[config.mk]
export PLATFORM = sky130hd
export DESIGN_NAME = cbca_ctrl
export DESIGN_NICKNAME = d
export VERILOG_FILES = /design/src/cbca_pkg.sv /design/src/cbca_ctrl.sv
export SDC_FILE = /design/constraint.sdc
export NUM_CORES = 1
export LEC_CHECK = 0
export ABC_AREA = 0
export BUFFER_PORTS_ARGS = -buffer_cell sky130_fd_sc_hd__buf_2
export CAP_MARGIN = 20
export CELL_PAD_IN_SITES_DETAIL_PLACEMENT = 1
export CELL_PAD_IN_SITES_GLOBAL_PLACEMENT = 1
export CORE_AREA = 2 2 39 41
export DETAILED_ROUTE_END_ITERATION = 7
export DIE_AREA = 0 0 41 43
export GPL_TIMING_DRIVEN = 1
export PLACE_DENSITY_LB_ADDON = 0.05
export SETUP_SLACK_MARGIN = 0.05
export SKIP_LAST_GASP = 1
export SYNTH_ARGS = -nofsm -noshare
export SYNTH_HDL_FRONTEND = slang
export SYNTH_SLANG_ARGS = --single-unit
[constraint.sdc]
create_clock -name clk -period 1.43 [get_ports clk]
set_input_delay 0.143 -clock clk [delete_from_list [all_inputs] [get_ports clk]]
set_output_delay 0.143 -clock clk [all_outputs]
set_load 0.005 [all_outputs]
[src/cbca_pkg.sv]
// Shared types and constants of the capacity-bounded cluster assignment block.
package cbca_pkg;

  localparam int MaxClusters = 64;
  localparam int FeatureDim  = 32;
  localparam int CW = $clog2(MaxClusters);
  localparam int DW = $clog2(FeatureDim);
  localparam int AccW  = 36;
  localparam int LoadW = 32;
  localparam int ValW  = 16;
  localparam int NnzW  = 24;
  localparam int PrevW = 7;

  typedef enum logic [1:0] {
    OP_LOAD_CENTROID = 2'd0,
    OP_START_PASS    = 2'd1,
    OP_FEATURE       = 2'd2,
    OP_UNUSED        = 2'd3
  } opcode_t;

  typedef enum logic [1:0] {
    CFG_NUM_CLUSTERS = 2'd0,
    CFG_MIN_CAPACITY = 2'd1,
    CFG_MAX_CAPACITY = 2'd2,
    CFG_NONE         = 2'd3
  } cfg_index_t;

  typedef enum logic [1:0] {
    ST_IDLE,
    ST_ACCUM,
    ST_SELECT,
    ST_COMMIT
  } state_t;

  typedef struct packed {
    logic start_acc;
    logic start_sel;
    logic commit;
  } cbca_cmd_t;

  typedef struct packed {
    logic acc_done;
    logic sel_done;
    logic col_last;
    logic out_busy;
  } cbca_sts_t;

endpackage

[src/cbca_ctrl.sv]
// Controller state machine: sequences accumulation, selection and commit of a column.
module cbca_ctrl import cbca_pkg::*; (
  input  logic      clk,
  input  logic      rst,
  input  logic      in_accept,
  input  opcode_t   opcode,
  input  cbca_sts_t sts,
  output logic      in_ready,
  output cbca_cmd_t cmd
);

  state_t state, state_next;

  always_ff @(posedge clk) begin
    if (rst) begin
      state <= ST_IDLE;
    end else begin
      state <= state_next;
    end
  end

  always_comb begin
    state_next = state;
    unique case (state)
      ST_IDLE: begin
        if (in_accept && opcode == OP_FEATURE) state_next = ST_ACCUM;
      end
      ST_ACCUM: begin
        if (sts.acc_done) state_next = sts.col_last ? ST_SELECT : ST_IDLE;
      end
      ST_SELECT: begin
        if (sts.sel_done) state_next = ST_COMMIT;
      end
      ST_COMMIT: begin
        if (!sts.out_busy) state_next = ST_IDLE;
      end
      default: state_next = ST_IDLE;
    endcase
  end

  always_comb begin
    in_ready      = 1'b0;
    cmd.start_acc = 1'b0;
    cmd.start_sel = 1'b0;
    cmd.commit    = 1'b0;
    unique case (state)
      ST_IDLE: begin
        in_ready      = 1'b1;
        cmd.start_acc = in_accept && opcode == OP_FEATURE;
      end
      ST_ACCUM:  cmd.start_sel = sts.acc_done && sts.col_last;
      ST_SELECT: ;
      ST_COMMIT: cmd.commit = !sts.out_busy;
      default: ;
    endcase
  end

endmodule

==> impl_metrics.ini, run 1 <==
[logic_synthesis]
syn_nets = 26
postSynthAreaPerCell_um2 = 8.096
yosysWarnings = 0
synth-seq-area-share = 0.2909
netlist_instances = 17
synth-seq-cells = 2
synth_area_um2 = 137.6
synth_cell_type_count = 11

[placement]
dp.cells = 44
portBuffers = 12
placedInstanceArea_um2 = 206.4
place_congestion = 0.6270
dp_slack_ns = 0.3411

[cts]
cts_root_buf = clkbuf_4
cts.clk_slew.worst_paths_ns = 0.03
cts_sinks = 2
cts-resized-gates = 0
clockBufferDepth = 2
postCtsSetupBuffers = 0
htree_levels = 1
clk_latency_ns = 0.22
cts_buffers = 3
postCtsHoldBufs = 0
cts_tree = built

[cells_and_area]
antenna_cells = 0
multi_input_area_um2 = 82.58
n_fill_cell = 176
fin_nets = 42
fin_cells = 47
syn_to_final_growth_pct = 66.36
layout-drive-gt1-share = 0.5484
fin_area_um2 = 229.0
regArea_um2 = 40.04

[critical_path]
crit_slowest_cell = dfxtp_1
cp.arrival_ns = 1.08
critPathCaptureType = primary output
path_max_fanout = 9
critPathBufInv = 1
crit_chain = and4b_1, buf_2
cp_top_family = flip-flops
max_stage_delay_ns = 0.48
critPathKind = reg -> out
required_ns = 1.29
start_kind = flop

[global_routing]
antenna_found_initial = 0
first_global_vias = 172
grt_pass1_wl_um = 662
grt_max_degree = 10
grt_overflow_total = 0
track_usage = 0.06200

[routing]
drt_iter0_drc = 3
drc = 0
ant_nets = 0
viasPerCell = 3.532
wl_um = 443
num_vias = 166
wl_per_cell_um = 9.426
drt_pass1_iterations = 3

[floorplan]
io_pins = 13
core.rowCount = 14
start_util = 0.09946
die_width_um = 41
core_um2 = 1384
die_height_um = 43
die_area_um2 = 1763

[timing]
worst_slew_pin_slew_ns = 0.3021
slew_headroom = 0.7983
min_period_ns = 1.222
setup_viol = 0
fin_crit_sh = 0.8547
fin_setup_tns_ns = 0
slew_violations = 0
layout_setup_ws_ns = 0.2078
rsz0062_at_grt = false
fin_skew_ns = 0.001917
hold_violations = 0
fmax_mhz = 818.2

[power]
swShare = 0.2176
pwr-share-seq = 0.295
power.switching_mw = 0.04692
power_frac_comb = 0.139
power_density_nw_per_um2 = 941.5
clkPwrFrac = 0.566
irDropWorstVdd_v = 0.0001834
leakagePower_nw = 0.1061
internal_power_mw = 0.1687

[job]
cap_viol_max_count = 0

[status]
status = complete, no violations

[min_path]
hold_class = in -> reg
-- cells in the final DEF (no fill, tap or decap), drive strengths merged --
cell	synthesis	routed
or3	1	1
nand2	1	1
inv	1	1
a21oi	3	3
nand2b	1	1
nor4	1	1
and4b	1	1
clkbuf	0	3
buf	1	12
nor2	4	4
dfxtp	2	2
a221oi	1	1
-- power by group through the flow --
stage	sequential [mW]	combinational [mW]	clock (mW)
final	0.0637	0.0299	0.122
after global routing	0.0646	0.0339	0.129
after CTS	0.0639	0.0305	0.131
after detailed placement	0.0647	0.0304	0
after global placement	0.0646	0.0308	0
after floorplan	0.0619	0.0155	0
-- final cells by class --
class,count,share of cell area
Timing Repair Buffer,12,0.2623
Clock buffer,3,0.09836
Sequential cell,2,0.1749
Inverter,1,0.01639
Multi-Input combinational cell,13,0.3607
Tap cell,16,0.08743
-- metrics by stage --
stage	hold slack (ns)	util	power (mW)
after detailed placement	0.3300	0.1492	0.09507
after global placement	0.3276	0.1492	0.09534
after CTS	0.09441	0.1655	0.2256
after floorplan	0.2092	-	0.07744
final	0.1017	0.1655	0.2156
after global routing	0.1128	0.1655	0.2271
-- synth_stat cells, drive strengths merged --
| library cell | instances | area (µm²) |
|---|---|---|
| dfxtp | 2 | 40.04 |
| nand2 | 1 | 3.750 |
| and4b | 1 | 10.01 |
| a221oi | 1 | 15.01 |
| nor2 | 4 | 15.01 |
| or3 | 1 | 11.26 |
| nand2b | 1 | 6.260 |
| a21oi | 3 | 15.01 |
| inv | 1 | 3.750 |
| buf | 1 | 11.26 |
| nor4 | 1 | 6.260 |
-- cells by family after synthesis --
family,after synthesis,synth area share
flops,2,0.2909
simple gates,9,0.3818
buf+inv,2,0.1091
compound gates,4,0.2181
-- metal layers --
metal | global-route usage | vias up | part of all wire
met4 | 0.1000 | 0 | 0
met2 | 0.07188 | 6 | 0.52
met3 | 0 | 0 | 0.043
met1 | 0.07619 | 72 | 0.44
met5 | 0 | - | 0
li1 | - | 88 | -
-- final timing paths --
kind / slack, ns / depth (start not counted) / end / start
worst max-delay path: 0.21 / 2 / cmd[1] / flop
worst min-delay path: 0.10 / 2 / state[0] / rst
worst max register to register: 0.33 / 2 / state[0] / flop
worst min register to register: 0.57 / 1 / state[0] / state[0]
-- worst register-to-register path: cells and delay by family, from the launching register on --
kind | cells | cell delay (ns)
flops | 1 | 0.38
simple gates | 1 | 0.42
compound gates | 1 | 0.20
Note: power is estimated with default switching activity, not from simulation.
==> inputs of run 2 (changes only) <==
Settings changed: REMOVE_ABC_BUFFERS set to 1.
==> run 2 against run 1 <==
Sequential cell count unchanged. Die area unchanged. Non-clock buffer count unchanged. Largest cell class unchanged. Sequential share of layout area unchanged. Critical path depth unchanged. Clock skew down 0.00074 ns. Register-to-register slack better by 0.03 ns.
==> impl_metrics.ini, run 2 (synthesized netlist as in run 1, its figures left out) <==
[cts]
clockBufferDepth = 2
htree_levels = 1
postCtsHoldBufs = 0
cts_root_buf = clkbuf_4
cts_buffers = 3
cts_sinks = 2
clk_latency_ns = 0.22
postCtsSetupBuffers = 0
cts.clk_slew.worst_paths_ns = 0.03
cts_tree = built
cts-resized-gates = 0

[critical_path]
max_stage_delay_ns = 0.46
critPathCaptureType = primary output
path_max_fanout = 9
critPathBufInv = 1
crit_chain = and4b_1, buf_2
cp.arrival_ns = 1.05
critPathKind = reg -> out
crit_slowest_cell = dfxtp_1
cp_top_family = flip-flops
start_kind = flop
required_ns = 1.29

[timing]
worst_slew_pin_slew_ns = 0.2725
min_period_ns = 1.195
fin_setup_tns_ns = 0
worst_hold_slack_ns = 0.09944
slew_violations = 0
fin_crit_sh = 0.8356
fin_skew_ns = 0.001173
slew_headroom = 0.8181
hold_violations = 0
fmax_mhz = 836.8
rsz0062_at_grt = false
setup_viol = 0
layout_setup_ws_ns = 0.2350

[placement]
place_congestion = 0.5900
placedInstanceArea_um2 = 206.4
dp_slack_ns = 0.3486
dp.cells = 44
portBuffers = 12

[routing]
route.met2.wl_um = 239
num_vias = 172
met3_length_um = 31
ant_nets = 0
wl_um = 430
drt_iter0_drc = 4
drt_pass1_iterations = 2
wirelength_met1_um = 159
wl_per_cell_um = 9.149
viasPerCell = 3.660
highest_layer = met3
drc = 0

[status]
status = complete, no violations

[power]
power_mw = 0.2181
irDropWorstVdd_v = 0.0003367
leakagePower_nw = 0.1061
power_density_nw_per_um2 = 952.4

[global_routing]
antenna_found_initial = 0
grt_overflow_total = 0
track_usage = 0.06700
grt_max_degree = 10
first_global_vias = 177
grt_pass1_wl_um = 696

[floorplan]
die_area_um2 = 1763
die_height_um = 43
core_um2 = 1384
start_util = 0.09946
core.rowCount = 14
die_width_um = 41
io_pins = 13

[cells_and_area]
n_fill_cell = 164
fin_nets = 42
fin_area_um2 = 229.0
fin_util = 0.1655
layout_commonest_cell = buf_2
syn_to_final_growth_pct = 66.36
final_cell_mix = buf_2 (12), nor2_1 (4), a21oi_1 (3), clkbuf_4 (3), dfxtp_1 (2)
fin_cells = 47
layout-drive-gt1-share = 0.5484
antenna_cells = 0

[min_path]
hold_class = in -> reg

[job]
cap_viol_max_count = 0
-- run 2: power by group --
group          switching, mW  internal, mW  total [mW]  leakage, nW
registers            0.00442        0.0588      0.0632       0.0163
clock network         0.0323        0.0926       0.125       0.0138
logic                 0.0125        0.0175      0.0299       0.0760
total                 0.0492         0.169       0.218        0.106
-- run 2: path summary, 6_finish.rpt --
path,startpoint,to,slack (ns),cells past startpoint
max,flop,cmd[1],0.24,2
min,rst,state[0],0.1,2
max reg2reg,flop,state[0],0.36,2
min reg2reg,state[0],state[0],0.55,1
-- run 2: area by class of cell --
class                           count  area, µm²  area share
Tap cell                           16      20.02     0.08743
Sequential cell                     2      40.04      0.1749
Inverter                            1      3.754     0.01639
Clock buffer                        3      22.52     0.09836
Timing Repair Buffer               12      60.06      0.2623
Multi-Input combinational cell     13      82.58      0.3607
-- run 2: routing by layer --
layer / vias to the layer above / GRT usage
li1: 89 / -
met1: 78 / 0.06667
met2: 5 / 0.08750
met3: 0 / 0.01571
met4: 0 / 0.1000
met5: - / 0
==> inputs of run 3 (changes only) <==
Settings changed: ABC_AREA 0 to 1.
Clock period 1.43 ns to 1 ns, I/O delays scaled along.
==> run 3 against run 2 <==
The flow now finishes with violations (negative setup slack). Final cell count increased by 30%. Largest cell class unchanged. Highest routed layer unchanged. Sequential share of layout area decreased by 4.1 points. Clock-buffer cell count unchanged. Critical path depth increased by 2. Largest power group is now combinational logic.
==> impl_metrics.ini, run 3 <==
[floorplan]
core_um2 = 1384
core.rowCount = 14
die_height_um = 43
die_width_um = 41
die_area_um2 = 1763
io_pins = 13
start_util = 0.1203

[global_routing]
grt_max_degree = 9
grt_overflow_total = 0
antenna_found_initial = 0
track_usage = 0.07808
first_global_vias = 245
grt_pass1_wl_um = 966

[cells_and_area]
fin_nets = 56
antenna_cells = 0
fin_cells = 61
layout-drive-gt1-share = 0.7556
fin_util = 0.2559
fin_area_um2 = 354.1
syn_to_final_growth_pct = 112.8
final_cell_mix = buf_2 (12), nand2_2 (3), inv_1 (3), clkbuf_4 (3), buf_4 (3)
layout_commonest_cell = buf_2
n_fill_cell = 182

[timing]
worst_slew_pin_slew_ns = 0.1568
fin_crit_sh = 1.022
worst_hold_slack_ns = 0.1632
hold_violations = 0
setup_viol = 2
fmax_mhz = 978.6
slew_headroom = 0.8950
rsz0062_at_grt = true
fin_skew_ns = 0.002693
min_period_ns = 1.022
layout_setup_ws_ns = -0.02188
slew_violations = 0
fin_setup_tns_ns = -0.03486

[status]
violations = negative setup slack
status = finished with violations

[cts]
cts_buffers = 3
clockBufferDepth = 2
clk_latency_ns = 0.22
cts_tree = built
cts.clk_slew.worst_paths_ns = 0.03
cts_sinks = 2
htree_levels = 1
cts_root_buf = clkbuf_4

[logic_synthesis]
synth_top_area_share = 0.2406
synth_area_leaders = dfxtp_1 (24%), nand3_1 (12%), nand2_1 (9.0%)
synth-seq-area-share = 0.2406
synthArstFlopShare = 0
synth_cell_type_count = 13
yosysWarnings = 0
postSynthAreaPerCell_um2 = 6.400
yosys.area.top_type = dfxtp_1
netlist_instances = 26
synth_ff_type = dfxtp_1
synth_area_um2 = 166.4
synth-edff-count = 0
synth-seq-cells = 2
synth_common_cells = nand2_1 (4), nand3_1 (4), nor2_1 (4)

[critical_path]
path_max_fanout = 5
start_kind = flop
r2r_setup_slack_ns = 0.03
crit_chain = buf_6, nand2_2, nor2_1, buf_2
max_stage_delay_ns = 0.38
worstRegToRegCells = 6
cp_top_family = flip-flops
critPathCaptureType = primary output
crit_slowest_cell = dfxtp_4
critPathBufInv = 2
required_ns = 0.90
cp.arrival_ns = 0.92
critPathKind = reg -> out
r2r_end = state[0]

[routing]
num_vias = 231
viasPerCell = 3.787
wl_per_cell_um = 8.656
wl_um = 528
drt_iter0_drc = 0
ant_nets = 0
drc = 0
drt_pass1_iterations = 1

[power]
power.switching_mw = 0.1637
power_frac_comb = 0.400
power_density_nw_per_um2 = 1399
pwr-share-seq = 0.257
clkPwrFrac = 0.343
power_mw = 0.4954
leakagePower_nw = 0.1673
swShare = 0.3304
internal_power_mw = 0.3317
irDropWorstVdd_v = 0.0003730

[placement]
dp_slack_ns = -0.0001438
place_congestion = 0.7225
placedInstanceArea_um2 = 242.7
dp.cells = 54
dp_hpwl_um = 429.9
portBuffers = 12

[min_path]
hold_class = in -> reg
min_delay_path_depth = 4
min_from = rst

[job]
cap_viol_max_count = 0
[run 3: changes by cell type after synthesis, sizes merged, moves of 3 or more]
| cell | delta |
|---|---|
| a21oi | -3 |
| inv | +4 |
| nand2 | +4 |
| nand3 | +5 |
[run 3: tightest hold or removal path: cells and delay by family]
kind | cells | cell delay (ns)
buffers and inverters | 2 | 0.13
and+or+nand+nor | 2 | 0.11
[run 3: kinds of logic after synthesis]
group,Yosys count,share of synthesized area
flip-flops,2,0.2406
AO/OA/AOI/OAI,1,0.03762
AND/OR/NAND/NOR,17,0.5413
buffers and inverters,6,0.1805
[run 3: worst max path at each step]
stage / startpoint / end / slack (ns) / cells past startpoint
6_report: flop / cmd[0] / -0.02 / 4
5_1_grt: flop / cmd[0] / -0.08 / 4
4_1_cts: flop / cmd[0] / -0.06 / 4
3_5_place_dp: state[0] / flop / -0.0001 / 5
3_3_place_gp: state[0] / flop / -0.008 / 5
2_1_floorplan: state[0] / flop / 0.09 / 5
[run 3: final cells by class]
| cell class | instances | area [µm²] | area share |
|---|---|---|---|
| Clock buffer | 3 | 22.52 | 0.06360 |
| Inverter | 5 | 21.27 | 0.06007 |
| Multi-Input combinational cell | 18 | 137.6 | 0.3887 |
| Tap cell | 16 | 20.02 | 0.05654 |
| Sequential cell | 2 | 47.55 | 0.1343 |
| Timing Repair Buffer | 17 | 105.1 | 0.2968 |
[run 3: what timing repair did]
action                     in CTS  in global routing
buffers inserted                4                  1
setup endpoints to repair       6                  6
hold buffers                    0                  0
pin swaps                       7                  7
resized for setup              11                  5
[run 3: routing by layer]
layer / part of all wire / vias up / global-route usage
met1: 0.41 / 104 / 0.1019
li1: - / 120 / -
met2: 0.52 / 7 / 0.1156
met5: 0 / - / 0
met3: 0.068 / 0 / 0.03141
met4: 0 / 0 / 0.02000
[run 3: power groups by stage]
stage | registers, mW | logic [mW] | clock network, mW
final | 0.128 | 0.198 | 0.170
after CTS | 0.136 | 0.153 | 0.176
after global routing | 0.132 | 0.222 | 0.189
after global placement | 0.127 | 0.121 | 0
after detailed placement | 0.127 | 0.121 | 0
after floorplan | 0.120 | 0.0717 | 0
